==> config.mk <==
export PLATFORM = sky130hd
export DESIGN_NAME = union_find_spanning_tree_weight
export DESIGN_NICKNAME = d
export VERILOG_FILES = /design/src/rtl/ufst_pkg.sv /design/src/rtl/ufst_ram.sv /design/src/rtl/ufst_seq.sv /design/src/rtl/ufst_dp.sv /design/src/rtl/union_find_spanning_tree_weight.sv
export SDC_FILE = /design/constraint.sdc
export NUM_CORES = 2
export LEC_CHECK = 0
export ABC_AREA = 1
export ABC_CLOCK_PERIOD_IN_PS = 25700
export BUFFER_PORTS_ARGS = -buffer_cell sky130_fd_sc_hd__clkbuf_2
export CAP_MARGIN = 20
export CORE_UTILIZATION = 35
export CTS_BUF_LIST = sky130_fd_sc_hd__clkbuf_16
export DETAILED_ROUTE_END_ITERATION = 8
export PLACE_DENSITY_LB_ADDON = 0.15
export REMOVE_ABC_BUFFERS = 1
export SYNTH_ARGS = -nofsm -noshare
export SYNTH_HDL_FRONTEND = slang
export SYNTH_HIERARCHICAL = 1
export SYNTH_SLANG_ARGS = --single-unit
export TNS_END_PERCENT = 1
==> constraint.sdc <==
create_clock -name aclk -period 25.7 [get_ports aclk]
set_input_delay 5.14 -clock aclk [delete_from_list [all_inputs] [get_ports aclk]]
set_output_delay 5.14 -clock aclk [all_outputs]
set_load 0.1 [all_outputs]
==> src/rtl/ufst_pkg.sv <==
// ufst_pkg: shared types, constants and the microprogram of the union-find edge stage
// no dependencies; used by every module of the block but ufst_ram, by scoped names
package ufst_pkg;

    localparam int MAX_NODES_DEF = 256;
    localparam int NODE_W        = 8;
    localparam int WEIGHT_W      = 16;
    localparam int TOTAL_W       = 32;
    localparam int COUNT_W       = 9;
    localparam int RANK_W        = 4;

    localparam logic [COUNT_W-1:0] NODE_COUNT_RST = 9'd256;
    localparam logic [RANK_W-1:0]  RANK_MAX       = 4'd15;

    localparam int STEP_W = 4;
    typedef logic [STEP_W-1:0] step_t;

    // microprogram addresses
    localparam step_t ST_CLEAR     = 4'd0;
    localparam step_t ST_CLEAR_END = 4'd1;
    localparam step_t ST_EMIT      = 4'd2;
    localparam step_t ST_IDLE      = 4'd3;
    localparam step_t ST_DISPATCH  = 4'd4;
    localparam step_t ST_LOAD_A0   = 4'd5;
    localparam step_t ST_CHASE_A   = 4'd6;
    localparam step_t ST_LOAD_A1   = 4'd7;
    localparam step_t ST_COMP_A    = 4'd8;
    localparam step_t ST_LOAD_B0   = 4'd9;
    localparam step_t ST_CHASE_B   = 4'd10;
    localparam step_t ST_LOAD_B1   = 4'd11;
    localparam step_t ST_COMP_B    = 4'd12;
    localparam step_t ST_UNION     = 4'd13;
    localparam step_t ST_RANK_UP   = 4'd14;

    typedef enum logic [3:0] {
        OP_NOP,
        OP_CLEAR_WR,
        OP_EMIT,
        OP_ACCEPT,
        OP_LOAD_A,
        OP_CHASE_A,
        OP_COMP_A,
        OP_LOAD_B,
        OP_CHASE_B,
        OP_COMP_B,
        OP_UNION,
        OP_RANK_UP
    } uop_t;

    typedef enum logic [3:0] {
        C_NEVER,
        C_ALWAYS,
        C_CLR_MORE,
        C_NO_ITEM,
        C_OUT_BUSY,
        C_NO_REQ,
        C_CLEAR,
        C_BAD,
        C_NOT_ROOT,
        C_NE_ROOT_A,
        C_NE_ROOT_B,
        C_SAME_ROOT
    } cond_t;

    typedef struct packed {
        uop_t  op;
        cond_t cond;
        step_t target;
    } uword_t;

    typedef struct packed {
        logic clr_more;
        logic no_item;
        logic out_busy;
        logic no_req;
        logic is_clear;
        logic is_bad;
        logic not_root;
        logic ne_root_a;
        logic ne_root_b;
        logic same_root;
    } flags_t;

    // control store: jump to target when cond holds, else step on
    function automatic uword_t ucode(input step_t s);
        uword_t w;
        unique case (s)
            ST_CLEAR:     w = '{OP_CLEAR_WR, C_CLR_MORE,  ST_CLEAR};
            ST_CLEAR_END: w = '{OP_NOP,      C_NO_ITEM,   ST_IDLE};
            ST_EMIT:      w = '{OP_EMIT,     C_OUT_BUSY,  ST_EMIT};
            ST_IDLE:      w = '{OP_ACCEPT,   C_NO_REQ,    ST_IDLE};
            ST_DISPATCH:  w = '{OP_NOP,      C_CLEAR,     ST_CLEAR};
            ST_LOAD_A0:   w = '{OP_LOAD_A,   C_BAD,       ST_EMIT};
            ST_CHASE_A:   w = '{OP_CHASE_A,  C_NOT_ROOT,  ST_CHASE_A};
            ST_LOAD_A1:   w = '{OP_LOAD_A,   C_NEVER,     ST_IDLE};
            ST_COMP_A:    w = '{OP_COMP_A,   C_NE_ROOT_A, ST_COMP_A};
            ST_LOAD_B0:   w = '{OP_LOAD_B,   C_NEVER,     ST_IDLE};
            ST_CHASE_B:   w = '{OP_CHASE_B,  C_NOT_ROOT,  ST_CHASE_B};
            ST_LOAD_B1:   w = '{OP_LOAD_B,   C_NEVER,     ST_IDLE};
            ST_COMP_B:    w = '{OP_COMP_B,   C_NE_ROOT_B, ST_COMP_B};
            ST_UNION:     w = '{OP_UNION,    C_SAME_ROOT, ST_EMIT};
            ST_RANK_UP:   w = '{OP_RANK_UP,  C_ALWAYS,    ST_EMIT};
            default:      w = '{OP_NOP,      C_ALWAYS,    ST_IDLE};
        endcase
        return w;
    endfunction

endpackage

==> src/rtl/ufst_ram.sv <==
// ufst_ram: generic simple dual-port ram, one write port, one registered read port
// no dependencies
module ufst_ram #(
    parameter int WIDTH = 8,
    parameter int DEPTH = 256
) (
    input  logic                     aclk,
    input  logic                     we,
    input  logic [$clog2(DEPTH)-1:0] waddr,
    input  logic [WIDTH-1:0]         wdata,
    input  logic [$clog2(DEPTH)-1:0] raddr,
    output logic [WIDTH-1:0]         rdata
);

    logic [WIDTH-1:0] mem [DEPTH];

    always_ff @(posedge aclk) begin
        if (we) begin
            mem[waddr] <= wdata;
        end
        rdata <= mem[raddr];
    end

endmodule

==> src/rtl/ufst_seq.sv <==
// ufst_seq: step counter, control store lookup and conditional jump logic
// depends on ufst_pkg
module ufst_seq (
    input  logic              aclk,
    input  logic              aresetn,
    input  ufst_pkg::flags_t  flags,
    output ufst_pkg::uop_t    op
);

    ufst_pkg::step_t  upc_reg;
    ufst_pkg::step_t  upc_next;
    ufst_pkg::uword_t uw;
    logic             take;

    always_comb begin
        uw = ufst_pkg::ucode(upc_reg);
        unique case (uw.cond)
            ufst_pkg::C_NEVER:     take = 1'b0;
            ufst_pkg::C_ALWAYS:    take = 1'b1;
            ufst_pkg::C_CLR_MORE:  take = flags.clr_more;
            ufst_pkg::C_NO_ITEM:   take = flags.no_item;
            ufst_pkg::C_OUT_BUSY:  take = flags.out_busy;
            ufst_pkg::C_NO_REQ:    take = flags.no_req;
            ufst_pkg::C_CLEAR:     take = flags.is_clear;
            ufst_pkg::C_BAD:       take = flags.is_bad;
            ufst_pkg::C_NOT_ROOT:  take = flags.not_root;
            ufst_pkg::C_NE_ROOT_A: take = flags.ne_root_a;
            ufst_pkg::C_NE_ROOT_B: take = flags.ne_root_b;
            ufst_pkg::C_SAME_ROOT: take = flags.same_root;
            default:               take = 1'b0;
        endcase
        upc_next = take ? uw.target : upc_reg + 1'b1;
        op       = uw.op;
    end

    always_ff @(posedge aclk) begin
        if (!aresetn) begin
            upc_reg <= ufst_pkg::ST_CLEAR;
        end else begin
            upc_reg <= upc_next;
        end
    end

endmodule

==> src/rtl/ufst_dp.sv <==
// ufst_dp: datapath with node store, root and rank registers, total and result register
// depends on ufst_pkg and ufst_ram
module ufst_dp #(
    parameter int MAX_NODES = ufst_pkg::MAX_NODES_DEF
) (
    input  logic                                aclk,
    input  logic                                aresetn,
    input  ufst_pkg::uop_t                      op,
    output ufst_pkg::flags_t                    flags,
    input  logic                                cfg_wr_en,
    input  logic [ufst_pkg::COUNT_W-1:0]        cfg_wr_data,
    input  logic                                s_valid,
    output logic                                s_ready,
    input  logic                                s_kind,
    input  logic [ufst_pkg::NODE_W-1:0]         s_node_a,
    input  logic [ufst_pkg::NODE_W-1:0]         s_node_b,
    input  logic [ufst_pkg::WEIGHT_W-1:0]       s_edge_weight,
    output logic                                m_valid,
    input  logic                                m_ready,
    output logic                                m_joined,
    output logic [ufst_pkg::TOTAL_W-1:0]        m_total_weight,
    output logic                                m_bad_node
);

    localparam int PW = $clog2(MAX_NODES);
    localparam int RW = ufst_pkg::RANK_W;
    localparam int EW = PW + RW;
    localparam int CW = ($clog2(MAX_NODES + 1) > ufst_pkg::COUNT_W) ?
                        $clog2(MAX_NODES + 1) : ufst_pkg::COUNT_W;
    localparam logic [PW-1:0] LAST_NODE = PW'(MAX_NODES - 1);
    localparam logic [CW-1:0] MAX_EXT   = CW'(MAX_NODES);

    logic [ufst_pkg::COUNT_W-1:0]  node_count_reg, node_count_next;
    logic                          kind_reg, kind_next;
    logic [ufst_pkg::NODE_W-1:0]   a_reg, a_next;
    logic [ufst_pkg::NODE_W-1:0]   b_reg, b_next;
    logic [ufst_pkg::WEIGHT_W-1:0] weight_reg, weight_next;
    logic                          bad_reg, bad_next;
    logic                          joined_reg, joined_next;
    logic                          item_reg, item_next;
    logic [PW-1:0]                 cur_reg, cur_next;
    logic [PW-1:0]                 root_a_reg, root_a_next;
    logic [PW-1:0]                 root_b_reg, root_b_next;
    logic [RW-1:0]                 rank_a_reg, rank_a_next;
    logic [RW-1:0]                 rank_b_reg, rank_b_next;
    logic [ufst_pkg::TOTAL_W-1:0]  sum_reg, sum_next;
    logic [PW-1:0]                 clr_cnt_reg, clr_cnt_next;
    logic                          m_valid_reg, m_valid_next;
    logic                          m_joined_reg, m_joined_next;
    logic                          m_bad_reg, m_bad_next;
    logic [ufst_pkg::TOTAL_W-1:0]  m_total_reg, m_total_next;

    logic          ram_we;
    logic [PW-1:0] ram_waddr;
    logic [EW-1:0] ram_wdata;
    logic [PW-1:0] ram_raddr;
    logic [EW-1:0] ram_rdata;
    logic [PW-1:0] rd_parent;
    logic [RW-1:0] rd_rank;
    logic [PW-1:0] a_idx;
    logic [PW-1:0] b_idx;
    logic [CW-1:0] a_ext, b_ext, nc_ext;
    logic          in_bad;
    logic          out_busy;

    // entry layout: parent above rank
    ufst_ram #(
        .WIDTH (EW),
        .DEPTH (MAX_NODES)
    ) u_node_ram (
        .aclk  (aclk),
        .we    (ram_we),
        .waddr (ram_waddr),
        .wdata (ram_wdata),
        .raddr (ram_raddr),
        .rdata (ram_rdata)
    );

    assign rd_parent = ram_rdata[EW-1:RW];
    assign rd_rank   = ram_rdata[RW-1:0];
    assign a_idx     = PW'(a_reg);
    assign b_idx     = PW'(b_reg);
    assign a_ext     = CW'(s_node_a);
    assign b_ext     = CW'(s_node_b);
    assign nc_ext    = CW'(node_count_reg);
    assign in_bad    = !s_kind && (a_ext >= nc_ext || a_ext >= MAX_EXT ||
                                   b_ext >= nc_ext || b_ext >= MAX_EXT);
    assign out_busy  = m_valid_reg && !m_ready;
    assign s_ready   = (op == ufst_pkg::OP_ACCEPT);

    assign m_valid        = m_valid_reg;
    assign m_joined       = m_joined_reg;
    assign m_bad_node     = m_bad_reg;
    assign m_total_weight = m_total_reg;

    always_comb begin
        flags.clr_more  = (clr_cnt_reg != LAST_NODE);
        flags.no_item   = !item_reg;
        flags.out_busy  = out_busy;
        flags.no_req    = !s_valid;
        flags.is_clear  = kind_reg;
        flags.is_bad    = bad_reg;
        flags.not_root  = (rd_parent != cur_reg);
        flags.ne_root_a = (cur_reg != root_a_reg);
        flags.ne_root_b = (cur_reg != root_b_reg);
        flags.same_root = (root_a_reg == root_b_reg);
    end

    always_comb begin
        node_count_next = node_count_reg;
        kind_next       = kind_reg;
        a_next          = a_reg;
        b_next          = b_reg;
        weight_next     = weight_reg;
        bad_next        = bad_reg;
        joined_next     = joined_reg;
        item_next       = item_reg;
        cur_next        = cur_reg;
        root_a_next     = root_a_reg;
        root_b_next     = root_b_reg;
        rank_a_next     = rank_a_reg;
        rank_b_next     = rank_b_reg;
        sum_next        = sum_reg;
        clr_cnt_next    = clr_cnt_reg;
        m_valid_next    = m_valid_reg;
        m_joined_next   = m_joined_reg;
        m_bad_next      = m_bad_reg;
        m_total_next    = m_total_reg;
        ram_we          = 1'b0;
        ram_waddr       = cur_reg;
        ram_wdata       = '0;
        ram_raddr       = cur_reg;

        unique case (op)
            ufst_pkg::OP_CLEAR_WR: begin
                ram_we       = 1'b1;
                ram_waddr    = clr_cnt_reg;
                ram_wdata    = {clr_cnt_reg, RW'(0)};
                clr_cnt_next = (clr_cnt_reg == LAST_NODE) ? '0 : clr_cnt_reg + 1'b1;
                sum_next     = '0;
            end
            ufst_pkg::OP_ACCEPT: begin
                if (s_valid) begin
                    kind_next   = s_kind;
                    a_next      = s_node_a;
                    b_next      = s_node_b;
                    weight_next = s_edge_weight;
                    bad_next    = in_bad;
                    joined_next = 1'b0;
                    item_next   = 1'b1;
                end
            end
            ufst_pkg::OP_EMIT: begin
                if (!out_busy) begin
                    item_next = 1'b0;
                end
            end
            ufst_pkg::OP_LOAD_A: begin
                cur_next  = a_idx;
                ram_raddr = a_idx;
            end
            ufst_pkg::OP_LOAD_B: begin
                cur_next  = b_idx;
                ram_raddr = b_idx;
            end
            ufst_pkg::OP_CHASE_A: begin
                root_a_next = cur_reg;
                rank_a_next = rd_rank;
                if (rd_parent != cur_reg) begin
                    cur_next  = rd_parent;
                    ram_raddr = rd_parent;
                end
            end
            ufst_pkg::OP_CHASE_B: begin
                root_b_next = cur_reg;
                rank_b_next = rd_rank;
                if (rd_parent != cur_reg) begin
                    cur_next  = rd_parent;
                    ram_raddr = rd_parent;
                end
            end
            ufst_pkg::OP_COMP_A: begin
                if (cur_reg != root_a_reg) begin
                    ram_we    = 1'b1;
                    ram_waddr = cur_reg;
                    ram_wdata = {root_a_reg, rd_rank};
                    cur_next  = rd_parent;
                    ram_raddr = rd_parent;
                end
            end
            ufst_pkg::OP_COMP_B: begin
                if (cur_reg != root_b_reg) begin
                    ram_we    = 1'b1;
                    ram_waddr = cur_reg;
                    ram_wdata = {root_b_reg, rd_rank};
                    cur_next  = rd_parent;
                    ram_raddr = rd_parent;
                end
            end
            ufst_pkg::OP_UNION: begin
                if (root_a_reg != root_b_reg) begin
                    ram_we      = 1'b1;
                    sum_next    = sum_reg + ufst_pkg::TOTAL_W'(weight_reg);
                    joined_next = 1'b1;
                    if (rank_a_reg > rank_b_reg) begin
                        ram_waddr = root_b_reg;
                        ram_wdata = {root_a_reg, rank_b_reg};
                    end else begin
                        ram_waddr = root_a_reg;
                        ram_wdata = {root_b_reg, rank_a_reg};
                    end
                end
            end
            ufst_pkg::OP_RANK_UP: begin
                // tie: second root gains a rank, saturating
                if (rank_a_reg == rank_b_reg && rank_b_reg != ufst_pkg::RANK_MAX) begin
                    ram_we    = 1'b1;
                    ram_waddr = root_b_reg;
                    ram_wdata = {root_b_reg, rank_b_reg + 1'b1};
                end
            end
            default: begin
            end
        endcase

        if (op == ufst_pkg::OP_EMIT && !out_busy) begin
            m_valid_next  = 1'b1;
            m_joined_next = joined_reg;
            m_bad_next    = bad_reg;
            m_total_next  = sum_reg;
        end else if (m_ready) begin
            m_valid_next = 1'b0;
        end

        if (cfg_wr_en) begin
            node_count_next = cfg_wr_data;
        end
    end

    always_ff @(posedge aclk) begin
        if (!aresetn) begin
            node_count_reg <= ufst_pkg::NODE_COUNT_RST;
            item_reg       <= 1'b0;
            sum_reg        <= '0;
            clr_cnt_reg    <= '0;
            m_valid_reg    <= 1'b0;
        end else begin
            node_count_reg <= node_count_next;
            item_reg       <= item_next;
            sum_reg        <= sum_next;
            clr_cnt_reg    <= clr_cnt_next;
            m_valid_reg    <= m_valid_next;
        end
    end

    always_ff @(posedge aclk) begin
        kind_reg     <= kind_next;
        a_reg        <= a_next;
        b_reg        <= b_next;
        weight_reg   <= weight_next;
        bad_reg      <= bad_next;
        joined_reg   <= joined_next;
        cur_reg      <= cur_next;
        root_a_reg   <= root_a_next;
        root_b_reg   <= root_b_next;
        rank_a_reg   <= rank_a_next;
        rank_b_reg   <= rank_b_next;
        m_joined_reg <= m_joined_next;
        m_bad_reg    <= m_bad_next;
        m_total_reg  <= m_total_next;
    end

endmodule

==> src/rtl/union_find_spanning_tree_weight.sv <==
// union_find_spanning_tree_weight: top level, microcoded sequencer driving the datapath
// depends on ufst_pkg, ufst_seq and ufst_dp (which holds the ufst_ram node store)
// each edge chases the roots of a and b through the node store, one store read per hop
// out-of-range edge: flagged and sent to its result with no search; clear request: sweeps the whole store
// one request in flight; the next is taken while a finished result waits on the output
// after reset a clearing pass over the whole node store runs before the first request is taken
module union_find_spanning_tree_weight #(
    parameter int MAX_NODES = ufst_pkg::MAX_NODES_DEF
) (
    input  logic                          aclk,
    input  logic                          aresetn,
    input  logic                          cfg_wr_en,
    input  logic [ufst_pkg::COUNT_W-1:0]  cfg_wr_data,
    input  logic                          s_valid,
    output logic                          s_ready,
    input  logic                          s_kind,
    input  logic [ufst_pkg::NODE_W-1:0]   s_node_a,
    input  logic [ufst_pkg::NODE_W-1:0]   s_node_b,
    input  logic [ufst_pkg::WEIGHT_W-1:0] s_edge_weight,
    output logic                          m_valid,
    input  logic                          m_ready,
    output logic                          m_joined,
    output logic [ufst_pkg::TOTAL_W-1:0]  m_total_weight,
    output logic                          m_bad_node
);

    ufst_pkg::uop_t   op;
    ufst_pkg::flags_t flags;

    ufst_seq u_seq (
        .aclk    (aclk),
        .aresetn (aresetn),
        .flags   (flags),
        .op      (op)
    );

    ufst_dp #(
        .MAX_NODES (MAX_NODES)
    ) u_dp (
        .aclk           (aclk),
        .aresetn        (aresetn),
        .op             (op),
        .flags          (flags),
        .cfg_wr_en      (cfg_wr_en),
        .cfg_wr_data    (cfg_wr_data),
        .s_valid        (s_valid),
        .s_ready        (s_ready),
        .s_kind         (s_kind),
        .s_node_a       (s_node_a),
        .s_node_b       (s_node_b),
        .s_edge_weight  (s_edge_weight),
        .m_valid        (m_valid),
        .m_ready        (m_ready),
        .m_joined       (m_joined),
        .m_total_weight (m_total_weight),
        .m_bad_node     (m_bad_node)
    );

endmodule

==> results.md <==
- Total CTS buffers: 356
- Unrepaired setup endpoints after global routing: false
- Clock Tree Root: clkbuf_16
- Post-CTS Setup Bufs: 0
- Arrival time of the worst setup path: between 8 and 9 ns
- Avg WL per Cell: 24.8 microns
- Multiplexer area fraction after synthesis: 0%
- EDFF count, synth: between 3000 and 4000
- Setup crit end kind: flip-flop
- Pre-CTS setup slack: between 15 and 20 ns
- Max-Cap Viols: 0
- First-pass GRT wire length: approximately 600 mm
- Max reg flops: between 3000 and 4000
- DR iter-0 viols: a little over 9000
- HP Class: reg2reg
- Max clock buf depth: 4
- Post-synthesis sequential area ratio: approximately 72%
- Skew final: slightly below 0.05 ns
- Maximum clock rate: 126 MHz
- Synth Area in Compound Gates: less than 1%
- Top cells by area, synth: edfxtp_1, nand3_1, nand2_1
- Period utilization: between 30% and 40%
- Power Dens Cells: 134 nW/um^2
- # nets final: 11600
- Hpwl dp: approximately 230 mm
- Post-synthesis cell count: 11500
- Port Buf Inserts: between 80 and 90
- Critical path type: reg2reg
- Post-route cell area: 152000 sq um
- Worst reg2reg setup slack: approximately 18 ns
- Layout cells sized above 1: 8.79%
- Worst hold start: u_dp/joined_reg
- Worst slew pin tran: roughly 1.2 ns
- First drt pass iteration count: 6
- Final Max Slew Viols: 0
- VDD IR-drop max: between 0.2 and 0.25 mV
- Worst skew pair latency: 0.95 ns
- Hold slack: approximately 0.43 ns
- Largest net degree at the start of global routing: about 200
- Leak: about 53 nW
- Number of core rows: approximately 230
- FF-to-FF path depth: 23
- Hold-fix buffers, CTS: 0
- Via density: roughly 5.3
- Async set-reset flop share out of synthesis: 0%
- Gr usage total: between 20% and 30%
- Final hold viol count: 0
- Yosys cell types: 48
- Synth Warn #: 6
- DIE HEIGHT: just over 600 microns
- Vias in the first global route: approximately 84000
- Critical Path Fanout Max: about 150
- Power, Total: 20.4 mW
- Simple-gate share of the synthesized area: 22.9%
- H-tree levels: 5
- WP data required: 26.54 ns
- Mapped Avg Cell Area: 11.7 sq um
- Die X: ~620 microns
- Vias: just under 90000
- Status: finished clean
- Commonest cells post-synth: nand2_1, edfxtp_1, nand3_1
- Hold depth: 0
- DR DRC count: 0
- Core area: about 380000 sq um
- GP Congestion: between 0.8 and 0.9
- Post-Synth XOR/XNOR Area: less than 1%
- Starting density of the core: between 30% and 40%
- Worst hold endpoint: u_dp/m_joined
- Main synth FF type: edfxtp_1
- CP startpoint kind: flip-flop
- Cell accounting for the most synthesized area: edfxtp_1
- Register bit total from synthesis: ~3300
- Top-count cell post-synth: nand2_1
- Synthesis-to-finish area growth: 12.9%
- Synth Area in Adders: 0.453%
- Clock Sinks: 3252
- Worst r2r dst: u_dp/u_node_ram/rdata[7]
- TritonCTS clock tree: done
- Die Footprint: a little under 400000 sq um
- Post-cts resize count: 0
- Placed standard-cell area: roughly 140000 sq um
- IO Pins: 83
- CTS clk-pin slew, worst paths: around 0.060 ns
- Final WS setup: ~18 ns
- Top cell type's share of synthesized area: 70.8%
- Finish-stage setup viols: 0
- GRT overflow: 0
- Minimum clock period after layout: roughly 7.9 ns
- Largest family of logic cells by synthesized area: simple AND/OR/NAND/NOR gates
- Reg2reg start: u_dp/cur_reg[2]
- Number of antenna violations at the first check in global routing: 14
- Detail Route Antenna Nets: 0
- Slew HR: between 15 and 20%
- Final WL: around 420 mm
- Post-Syn Area: 134000 sq um
area by class of cell:
cell class	instances	area (sq um)
Antenna cell	6	15.0
Clock buffer	367	9180
Clock inverter	274	2110
Fill cell	36100	231000
Inverter	186	739
Multi-Input combinational cell	7291	32700
Sequential cell	3252	96800
Tap cell	5038	6300
Timing Repair Buffer	452	3700
cells in the final DEF, fill, tap and decap left out, types with 65 or more instances in the layout:
cell	n
buf_6	65
buf_4	285
edfxtp_1	3165
clkbuf_16	367
clkbuf_2	82
inv_1	248
nand2_1	3481
nand3_1	3098
clkinv_1	75
nor2_1	363
dfxtp_1	87
worst max path at each step:
stage          slack [ns]                  endpoint       startpoint
5_1_grt             17.48  u_dp/u_node_ram/rdata[7]  u_dp/cur_reg[2]
2_1_floorplan      -70.91  u_dp/u_node_ram/rdata[4]  u_dp/cur_reg[2]
6_report            17.76  u_dp/u_node_ram/rdata[7]  u_dp/cur_reg[2]
4_1_cts             17.96  u_dp/u_node_ram/rdata[7]  u_dp/cur_reg[2]
3_5_place_dp        18.02  u_dp/u_node_ram/rdata[3]  u_dp/cur_reg[2]
3_3_place_gp        18.02  u_dp/u_node_ram/rdata[7]  u_dp/cur_reg[2]
per-layer routing:
layer | GRT usage [%] | vias up | wire [microns]
met2 | 33.5 | 3032 | 195000
met5 | 0 | - | 0
li1 | - | 40800 | -
met1 | 29.9 | 44700 | 186000
met4 | 5.66 | 0 | 11300
met3 | 3.13 | 525 | 26700
worst max-delay path, cell delays in order (launching register included):
cell and delay [ns]:
dfxtp_1 0.50, inv_1 0.12, or2_1 0.22, nand3_1 0.08, nor2_1 0.06, nand2_1 0.13, nand2_2 0.09, nand2_1 0.41
nand2_1 0.11, nand4_1 0.16, buf_12 0.59, buf_4 0.93, buf_4 0.97, buf_4 0.86, nand2_1 0.10, nand3_1 0.12
nand3_1 0.13, nand3_1 0.23, nand3_1 0.24, nand3_1 0.38, nand3_1 0.26, nand2_1 0.22, nand2_1 0.34, nand2_1 0.16
cells by family after synthesis:
kind of cell             Yosys count
XOR/XNOR                          34
adder cells (fa/ha/maj)           48
flip-flops                      3252
AO/OA/AOI/OAI                    123
buffers and inverters            927
AND/OR/NAND/NOR                 7086
report_power, final:
part	internal (mW)	switching, mW
clock	2.88	2.11
sequential	6.15	0.0839
combinational	2.15	7.00
total	11.2	9.19
metrics by stage:
stage,utilization [%],TNS [ns],instances
after detailed placement,36.6,0,16200
after CTS,39.6,0,16800
after floorplan,-,-867.91,10700
after global placement,36.4,0,16100
final,39.7,0,16900
after global routing,39.7,0,16900
Note: power is estimated with default switching activity, not from simulation.
